--- config.mk ---
export PLATFORM = sky130hd
export DESIGN_NAME = rtcm3_frame_sync_crc24q_unit
export DESIGN_NICKNAME = d
export VERILOG_FILES = /design/src/design/rfs_pkg.sv /design/src/design/rfs_crc_byte.sv /design/src/design/rfs_deframer.sv /design/src/design/rtcm3_frame_sync_crc24q_unit.sv
export SDC_FILE = /design/constraint.sdc
export NUM_CORES = 1
export LEC_CHECK = 0
export ABC_CLOCK_PERIOD_IN_PS = 7950
export BUFFER_PORTS_ARGS = -buffer_cell sky130_fd_sc_hd__buf_2
export CORE_MARGIN = 10
export CORE_UTILIZATION = 66
export CTS_CLUSTER_SIZE = 24
export DETAILED_ROUTE_END_ITERATION = 8
export PLACE_DENSITY_LB_ADDON = 0.08
export SLEW_MARGIN = 20
export SYNTH_ARGS = -nofsm -noshare
export SYNTH_HDL_FRONTEND = slang
export SYNTH_HIERARCHICAL = 1
export SYNTH_SLANG_ARGS = --single-unit
--- constraint.sdc ---
create_clock -name clock -period 7.95 [get_ports clock]
set_input_delay 2.385 -clock clock [delete_from_list [all_inputs] [get_ports clock]]
set_output_delay 2.385 -clock clock [all_outputs]
set_load 0.01 [all_outputs]
--- src/design/rfs_pkg.sv ---
`timescale 1ns / 1ps

package rfs_pkg;

   localparam logic [7:0]  PREAMBLE_BYTE = 8'hD3;
   localparam logic [23:0] CRC24Q_POLY   = 24'h864CFB;  // x^24 term implied
   localparam int unsigned LEN_WIDTH     = 10;
   localparam int unsigned COUNT_WIDTH   = 11;
   localparam int unsigned CRC_WIDTH     = 24;

   typedef enum logic [2:0] {
      ROLE_OUTSIDE  = 3'd0,
      ROLE_PREAMBLE = 3'd1,
      ROLE_HEADER   = 3'd2,
      ROLE_PAYLOAD  = 3'd3,
      ROLE_PARITY   = 3'd4
   } role_type;

   typedef struct packed {
      logic [7:0]           echo_byte;
      role_type             byte_role;
      logic                 frame_end;
      logic                 crc_good;
      logic [LEN_WIDTH-1:0] payload_length;
   } result_type;

endpackage

--- src/design/rfs_crc_byte.sv ---
`timescale 1ns / 1ps

module rfs_crc_byte
   import rfs_pkg::*;
(
   input  logic [CRC_WIDTH-1:0] crc_in,
   input  logic [7:0]           data_byte,
   output logic [CRC_WIDTH-1:0] crc_out
);

   // msb-first crc-24q, one bit per step over the byte
   always_comb begin
      logic [CRC_WIDTH-1:0] acc;
      acc = crc_in ^ {data_byte, 16'h0000};
      for (int k = 0; k < 8; k++) begin
         if (acc[CRC_WIDTH-1]) begin
            acc = {acc[CRC_WIDTH-2:0], 1'b0} ^ CRC24Q_POLY;
         end else begin
            acc = {acc[CRC_WIDTH-2:0], 1'b0};
         end
      end
      crc_out = acc;
   end

endmodule

--- src/design/rfs_deframer.sv ---
`timescale 1ns / 1ps

module rfs_deframer
   import rfs_pkg::*;
(
   input  logic       clock,
   input  logic       reset,
   input  logic       step,
   input  logic [7:0] rx_byte,
   output result_type result
);

   logic                   in_frame_ff, in_frame_in;
   logic [COUNT_WIDTH-1:0] byte_count_ff, byte_count_in;
   logic [LEN_WIDTH-1:0]   frame_len_ff, frame_len_in;
   logic [CRC_WIDTH-1:0]   crc_accum_ff, crc_accum_in;
   logic [CRC_WIDTH-1:0]   parity_shift_ff, parity_shift_in;
   logic [1:0]             len_high_ff, len_high_in;

   logic [CRC_WIDTH-1:0]   crc_seed;
   logic [CRC_WIDTH-1:0]   crc_next;
   logic [COUNT_WIDTH-1:0] len_ext;
   role_type               role;
   logic                   end_flag;
   logic                   good_flag;

   assign crc_seed = in_frame_ff ? crc_accum_ff : '0;

   rfs_crc_byte u_crc (
      .crc_in    (crc_seed),
      .data_byte (rx_byte),
      .crc_out   (crc_next)
   );

   assign len_ext = {1'b0, frame_len_ff};

   always_comb begin
      in_frame_in     = in_frame_ff;
      byte_count_in   = byte_count_ff;
      frame_len_in    = frame_len_ff;
      crc_accum_in    = crc_accum_ff;
      parity_shift_in = parity_shift_ff;
      len_high_in     = len_high_ff;
      role            = ROLE_OUTSIDE;
      end_flag        = 1'b0;
      good_flag       = 1'b0;
      if (!in_frame_ff) begin
         if (rx_byte == PREAMBLE_BYTE) begin
            in_frame_in     = 1'b1;
            byte_count_in   = COUNT_WIDTH'(1);
            frame_len_in    = '0;
            len_high_in     = '0;
            parity_shift_in = '0;
            crc_accum_in    = crc_next;
            role            = ROLE_PREAMBLE;
         end
      end else begin
         priority if (byte_count_ff == COUNT_WIDTH'(1)) begin
            role         = ROLE_HEADER;
            len_high_in  = rx_byte[1:0];
            crc_accum_in = crc_next;
         end else if (byte_count_ff == COUNT_WIDTH'(2)) begin
            role         = ROLE_HEADER;
            frame_len_in = {len_high_ff, rx_byte};
            crc_accum_in = crc_next;
         end else if (byte_count_ff < len_ext + COUNT_WIDTH'(3)) begin
            role         = ROLE_PAYLOAD;
            crc_accum_in = crc_next;
         end else begin
            role            = ROLE_PARITY;
            parity_shift_in = {parity_shift_ff[CRC_WIDTH-9:0], rx_byte};
            // last of the three parity bytes closes the frame
            if (byte_count_ff >= len_ext + COUNT_WIDTH'(5)) begin
               end_flag    = 1'b1;
               good_flag   = (parity_shift_in == crc_accum_ff);
               in_frame_in = 1'b0;
            end
         end
         byte_count_in = end_flag ? '0 : byte_count_ff + COUNT_WIDTH'(1);
      end
   end

   assign result.echo_byte      = rx_byte;
   assign result.byte_role      = role;
   assign result.frame_end      = end_flag;
   assign result.crc_good       = good_flag;
   assign result.payload_length = frame_len_in;

   always_ff @(posedge clock) begin
      if (reset) begin
         in_frame_ff     <= 1'b0;
         byte_count_ff   <= '0;
         frame_len_ff    <= '0;
         crc_accum_ff    <= '0;
         parity_shift_ff <= '0;
         len_high_ff     <= '0;
      end else if (step) begin
         in_frame_ff     <= in_frame_in;
         byte_count_ff   <= byte_count_in;
         frame_len_ff    <= frame_len_in;
         crc_accum_ff    <= crc_accum_in;
         parity_shift_ff <= parity_shift_in;
         len_high_ff     <= len_high_in;
      end
   end

   a_hunt_count_zero: assert property (@(posedge clock) disable iff (reset)
      !in_frame_ff |-> byte_count_ff == '0)
      else $error("byte count not cleared while hunting");

   a_end_leaves_frame: assert property (@(posedge clock) disable iff (reset)
      step && end_flag |=> !in_frame_ff)
      else $error("frame end did not return to hunting");

   a_good_only_at_end: assert property (@(posedge clock) disable iff (reset)
      good_flag |-> end_flag && role == ROLE_PARITY)
      else $error("crc flag outside the frame-end byte");

   a_preamble_enters: assert property (@(posedge clock) disable iff (reset)
      step && role == ROLE_PREAMBLE |=> in_frame_ff && byte_count_ff == COUNT_WIDTH'(1))
      else $error("preamble did not open a frame");

endmodule

--- src/design/rtcm3_frame_sync_crc24q_unit.sv ---
`timescale 1ns / 1ps

// rtcm 3 deframer: takes one stream byte per word and returns one tagged word per byte
// (echoed byte, role in the frame, frame-end mark, crc-24q pass flag, payload length).
// a byte is registered on entry, then the header/crc/parity logic updates the frame
// state and the tagged result is registered on the way out, and one byte is taken
// every cycle for as long as rsp_stall stays low. the limit on rate is the byte-wide
// crc-24q update, which is combinational. while the result register is held by
// rsp_stall the entry register still fills, then req_stall rises.

module rtcm3_frame_sync_crc24q_unit
   import rfs_pkg::*;
(
   input  logic                 clock,
   input  logic                 reset,
   input  logic                 req_valid,
   output logic                 req_stall,
   input  logic [7:0]           req_rx_byte,
   output logic                 rsp_valid,
   input  logic                 rsp_stall,
   output logic [7:0]           rsp_echo_byte,
   output logic [2:0]           rsp_byte_role,
   output logic                 rsp_frame_end,
   output logic                 rsp_crc_good,
   output logic [LEN_WIDTH-1:0] rsp_payload_length
);

   logic       in_valid_ff, in_valid_in;
   logic [7:0] in_byte_ff;
   logic       out_valid_ff, out_valid_in;
   result_type out_word_ff;
   result_type result;
   logic       out_free;
   logic       advance;

   assign out_free    = !out_valid_ff || !rsp_stall;
   assign advance     = in_valid_ff && out_free;
   assign req_stall   = in_valid_ff && !out_free;
   assign in_valid_in = req_stall ? in_valid_ff : req_valid;
   assign out_valid_in = out_free ? in_valid_ff : out_valid_ff;

   rfs_deframer u_deframer (
      .clock   (clock),
      .reset   (reset),
      .step    (advance),
      .rx_byte (in_byte_ff),
      .result  (result)
   );

   always_ff @(posedge clock) begin
      if (reset) begin
         in_valid_ff  <= 1'b0;
         out_valid_ff <= 1'b0;
      end else begin
         in_valid_ff  <= in_valid_in;
         out_valid_ff <= out_valid_in;
      end
   end

   always_ff @(posedge clock) begin
      if (!req_stall) begin
         in_byte_ff <= req_rx_byte;
      end
      if (advance) begin
         out_word_ff <= result;
      end
   end

   assign rsp_valid          = out_valid_ff;
   assign rsp_echo_byte      = out_word_ff.echo_byte;
   assign rsp_byte_role      = out_word_ff.byte_role;
   assign rsp_frame_end      = out_word_ff.frame_end;
   assign rsp_crc_good       = out_word_ff.crc_good;
   assign rsp_payload_length = out_word_ff.payload_length;

   a_no_overwrite: assert property (@(posedge clock) disable iff (reset)
      out_valid_ff && rsp_stall |-> !advance)
      else $error("result word overwritten while stalled");

   a_end_is_parity: assert property (@(posedge clock) disable iff (reset)
      rsp_valid && rsp_frame_end |-> rsp_byte_role == ROLE_PARITY)
      else $error("frame end on a non-parity word");

   a_entry_drains: assert property (@(posedge clock) disable iff (reset)
      in_valid_ff && !rsp_stall |=> out_valid_ff)
      else $error("entry word not moved to the result register");

endmodule
-- Word level (Yosys, flattened, before mapping)
Index checks and enable logic that the tools add are counted.
W data, S select, Z words.
- add/subtract/negate cells: 3
- order comparisons: 2
- equality and inequality tests: 9
- multiplexer cells: 45
- bitwise operators: 11
- reduce and logical (&&, ||, !) cells: 12
- operators with widths (kind ; number):
    $mux W24 ; 14
    $not A13 Y13 ; 8
    $mux W16 ; 5
    $mux W10 ; 4
    $mux W11 ; 3
    $eq A24 B24 Y1 ; 1
    $xor A24 B24 Y24 ; 1
    $mux W1 ; 12
    $mux W3 ; 4
    $add A10 B2 Y11 const B ; 1
    $add A10 B3 Y11 const B ; 1
    $add A11 B1 Y11 const B ; 1
    $eq A11 B1 Y1 const B ; 1
    $eq A11 B2 Y1 const B ; 1
    $ge A11 B11 Y1 ; 1
    $lt A11 B11 Y1 ; 1
    $eq A8 B8 Y1 const B ; 1
    $ne A2 B2 Y1 const B ; 4
    $mux W2 ; 3
    $reduce_and A3 Y1 ; 2
    $reduce_and A5 Y1 ; 1
    $reduce_or A5 Y1 ; 1
    $ne A4 B4 Y1 const B ; 1
    $logic_not A1 Y1 ; 3
    5 further kinds ; 7
- flip-flop bits (word level): 97
- input bits: 12
- output and inout bits: 25
- logic and storage cells: 96

-- Depth between registers and ports, before layout
- word-level depth: 22
- mapped depth: 14
- mapped depth without buffers: 13

-- Hierarchy
Netlist, hierarchy kept.
- modules (own cells, without submodules) (module ; instances ; cells each ; area an instance (sq um) ; seq. area each (sq um)):
    rfs_deframer ; 1 ; 455 ; 3997.6 ; 1281.2
    rtcm3_frame_sync_crc24q_unit ; 1 ; 40 ; 1013.5 ; 970.9
    rfs_crc_byte ; 1 ; 61 ; 658.1 ; 0.0

-- Worst setup path before layout
OpenSTA, ideal clock, no wires.
- path kind: in2reg
- start: input rsp_stall
- end: register u_deframer.byte_count_ff[6]
- library setup time: 0.129 ns
- data arrival time: 5.399 ns
- data required time: 7.821 ns
- setup slack: 2.421 ns
- cell stages on the path: 5
- buffers on the path: 0
- cells stage by stage: a21boi_0 > a21oi_1 > and3_1 > a22oi_1 > o31ai_1
- cells in the longest elaborated chain, start to end: 4
- ends and longest elaborated chain (what ; line ; text):
    start: declaration ; rtcm3_frame_sync_crc24q_unit.sv:20 ; input logic rsp_stall,
    $logic_not A1 Y1 ; rtcm3_frame_sync_crc24q_unit.sv:36 ; assign out_free = !out_valid_ff || !rsp_stall;
    $logic_or A1 B1 Y1 ; rtcm3_frame_sync_crc24q_unit.sv:36 ;
    $logic_and A1 B1 Y1 ; rtcm3_frame_sync_crc24q_unit.sv:37 ; assign advance = in_valid_ff && out_free;
    $reduce_and A2 Y1 (no source line) ; - ;
    end signal: assignment ; rfs_deframer.sv:99 ; byte_count_ff <= byte_count_in;
    end: declaration ; rfs_deframer.sv:14 ; logic [COUNT_WIDTH-1:0] byte_count_ff, byte_count_in;
No other way between the ends.
A chain may end at the register's enable or synchronous reset.

-- Final worst setup path
- start: input rsp_stall
- end: output req_stall
- cells in the longest elaborated chain, start to end: 4
- ends and longest elaborated chain (what ; line ; text):
    $logic_not A1 Y1 ; rtcm3_frame_sync_crc24q_unit.sv:36 ;
    $logic_or A1 B1 Y1 ; rtcm3_frame_sync_crc24q_unit.sv:36 ;
    $logic_not A1 Y1 ; rtcm3_frame_sync_crc24q_unit.sv:38 ; assign req_stall = in_valid_ff && !out_free;
    $logic_and A1 B1 Y1 ; rtcm3_frame_sync_crc24q_unit.sv:38 ;
    end: declaration ; rtcm3_frame_sync_crc24q_unit.sv:17 ; output logic req_stall,
No other way between the ends.

==> reports/qor.txt <==
Share of cells above drive strength 1 -> 13.1%
Design area -> 6000 um2
Max Root-Sink Buffers -> 2
Mapped cell area -> 5670 um2
Reg2reg path depth -> 13
Post-synth EDFFs -> 31
Crit-path max cell delay -> 280 ps
Vias in the first global route -> 4112
Power density cells -> 159 nW/um2
Hold_buf cts -> 0
Routed WL -> 12900 um
Final Max Slew Viols -> 0
Gr usage total -> 20.4%
Slowest cell on the critical path -> nand3_2
Fin. Hold Viols -> 0
Clk slew on worst S/H paths -> 90 ps
Via-to-Cell Ratio -> 6.11
Most frequent cells in the layout -> 66 x dfxtp_1, 55 x xnor2_1, 50 x nor2_1, 36 x buf_2, 34 x xor2_1
Crit path kind -> in -> out
Post-CTS setup buffer count -> 0
Pleak -> 2.59 nW
RR Endpoint -> u_deframer/crc_accum_ff[19]
Layout Skew -> 13.1 ps
N_diodes -> 0
WP data required -> 5570 ps
Full die area -> 12700 um2
Die Y -> 113 um
Clock Tree Root -> clkbuf_8
Nets -> 612
DP Wirelength -> 9370 um
Fillers -> 654
Status -> completed
Yosys cell types -> 58
PortBufs -> 36
WP depth -> 4
Initial Util -> 68.3%
Mapped Avg Cell Area -> 10.2 um2
DP Area -> 5800 um2
Worst path bufs/invs -> 3
Setup TNS -> 0 ps
Startpoint Class -> input port
Clock sink total -> 97
Most used cell, CP -> buf_2
Worst reg-to-reg setup slack -> 4090 ps
TritonRoute pass-1 iters -> 4
Slew margin rel. -> 29.4%
Worst setup path end -> req_stall
Critical Path Source -> rsp_stall
Reg2Reg Launch Point -> u_deframer/frame_len_ff[0]
HP Class -> reg -> reg
Quantity of gates resized following cts -> 0
Post-Syn Instances -> 556
First-pass GRT wire length -> 21200 um
Endpoints failing setup -> 0
H-tree levels -> 3
CP arrival -> 3060 ps
Rows -> 33
Initial antenna violation count -> 0
Worst path cell trace -> buf_2 -> nand3_2 -> inv_1 -> buf_2
P&R area growth vs syn -> 5.76%
Fin crit share -> 68.5%
Crit path max-delay family -> buffers and inverters
DR iter-0 viols -> 302
Post-route ant nets -> 0
Largest net degree at the start of global routing -> 45
Post-synth top flop -> dfxtp_1
Commonest non-fill, non-tap cell in the layout -> dfxtp_1
Die width -> 113 um
Synth Register Bits -> 97
RSZ-0062 raised after global routing -> false
CTS Buf Count -> 9
Async SR Flop Fraction -> 0%
Max Fclk -> 0.184 GHz
Worst Max-Slew Pin Slew -> 1060 ps
Max VDD drop -> 0.0812 mV
Grt total ovfl -> 0
Worst-path maximum fanout -> 10
DRC viols -> 0
MaxCap Viol Count -> 0
Gpl congestion -> 0.904
CTS tree -> yes
Register area share after synthesis -> 39.7%
Core area -> 8300 um2
Minimum clock period -> 5450 ps
Clock Latency Late Sink -> 370 ps
CP endpoint kind -> primary output
I/O pin count -> 37
Vias -> 4180
Synth warn -> 6
DR WL/cell -> 18.9 um
Syn Nets -> 594
## area by class of cell
class	instances	area [um2]	area share, %
inverter	15	56.3	0.939
multi-input combinational	412	3160	52.7
clock inverter	6	53.8	0.897
tap	105	131	2.19
sequential	97	2250	37.6
timing repair buffer	39	203	3.38
clock buffer	10	138	2.30
## kinds of logic (layout without fill, tap and decap cells)
group	after synthesis	count (layout)	share of synthesized area (%)
AOI/OAI and AO/OA	88	88	11.7
xor gates and xnor gates	99	99	17.7
adders and majority gates	26	26	5.74
buffers and inverters	47	70	4.57
DFF	97	97	39.7
muxes	28	28	4.94
and+or+nand+nor	171	171	15.6
## where the power goes
group	switching, W	internal (W)	leakage (nW)	total, W
logic	0.0000548	0.0000506	1.66	0.000105
clock network	0.000191	0.000129	0.0977	0.000320
registers	0.0000101	0.000518	0.834	0.000529
total	0.000256	0.000698	2.59	0.000954
## worst min path at each step
stage	end	startpoint	slack, ps	depth (start not counted)
CTS	u_deframer/parity_shift_ff[13]	u_deframer/parity_shift_ff[13]	510	1
floorplan	u_deframer/parity_shift_ff[8]	u_deframer/parity_shift_ff[8]	470	1
detailed placement	u_deframer/parity_shift_ff[8]	u_deframer/parity_shift_ff[8]	490	1
global placement	u_deframer/parity_shift_ff[13]	u_deframer/parity_shift_ff[13]	480	1
global route	u_deframer/parity_shift_ff[12]	u_deframer/parity_shift_ff[12]	530	1
finish	u_deframer/parity_shift_ff[13]	u_deframer/parity_shift_ff[13]	510	1
## routing by layer
| layer | track usage (%) | up-vias | wire length (um) |
|---|---|---|---|
| met4 | 7.61 | 0 | 282 |
| met5 | 0 | - | 0 |
| li1 | - | 1994 | - |
| met2 | 29.8 | 153 | 5620 |
| met1 | 28.7 | 2010 | 6110 |
| met3 | 4.21 | 23 | 935 |
## sequential cells by signal, summed over array words and instances (netlist names), 2 cells and up
register	flops
rsp_byte_role	3
u_deframer/frame_len_ff	10
in_byte_ff	8
u_deframer/byte_count_ff	11
rsp_payload_length	10
rsp_echo_byte	8
u_deframer/parity_shift_ff	16
u_deframer/len_high_ff	2
u_deframer/crc_accum_ff	24
## metrics by stage
stage | setup slack, ps | power, W | hold WS [ps] | utilization [%] | cells
after floorplan | 2420 | 0.000620 | 470 | - | 556
after global placement | 2590 | 0.000642 | 485 | 69.9 | 668
after detailed placement | 2510 | 0.000643 | 489 | 69.9 | 668
after CTS | 2510 | 0.000955 | 512 | 72.2 | 684
after global routing | 2440 | 0.000986 | 526 | 72.2 | 684
final | 2500 | 0.000954 | 510 | 72.2 | 684
## synth_stat cells, types with 5 or more instances
cell type | n | area share, %
a21o_1 | 5 | 0.66
a21oi_1 | 11 | 0.97
a22o_1 | 16 | 2.5
a22oi_1 | 14 | 1.9
and2_1 | 27 | 3.0
and3_1 | 13 | 1.4
buf_4 | 11 | 1.5
buf_6 | 5 | 0.99
clkbuf_1 | 13 | 0.86
dfxtp_1 | 66 | 23
edfxtp_1 | 31 | 16
ha_1 | 26 | 5.7
inv_1 | 15 | 0.99
mux2i_1 | 28 | 4.9
nand2_1 | 31 | 2.1
nand3_1 | 17 | 1.5
nand4_1 | 10 | 1.1
nor2_1 | 50 | 3.3
nor4_1 | 5 | 0.55
o21ai_0 | 10 | 0.88
o31ai_1 | 7 | 0.93
xnor2_1 | 55 | 8.5
xor2_1 | 34 | 5.3
(Power assumes the default switching activity.)
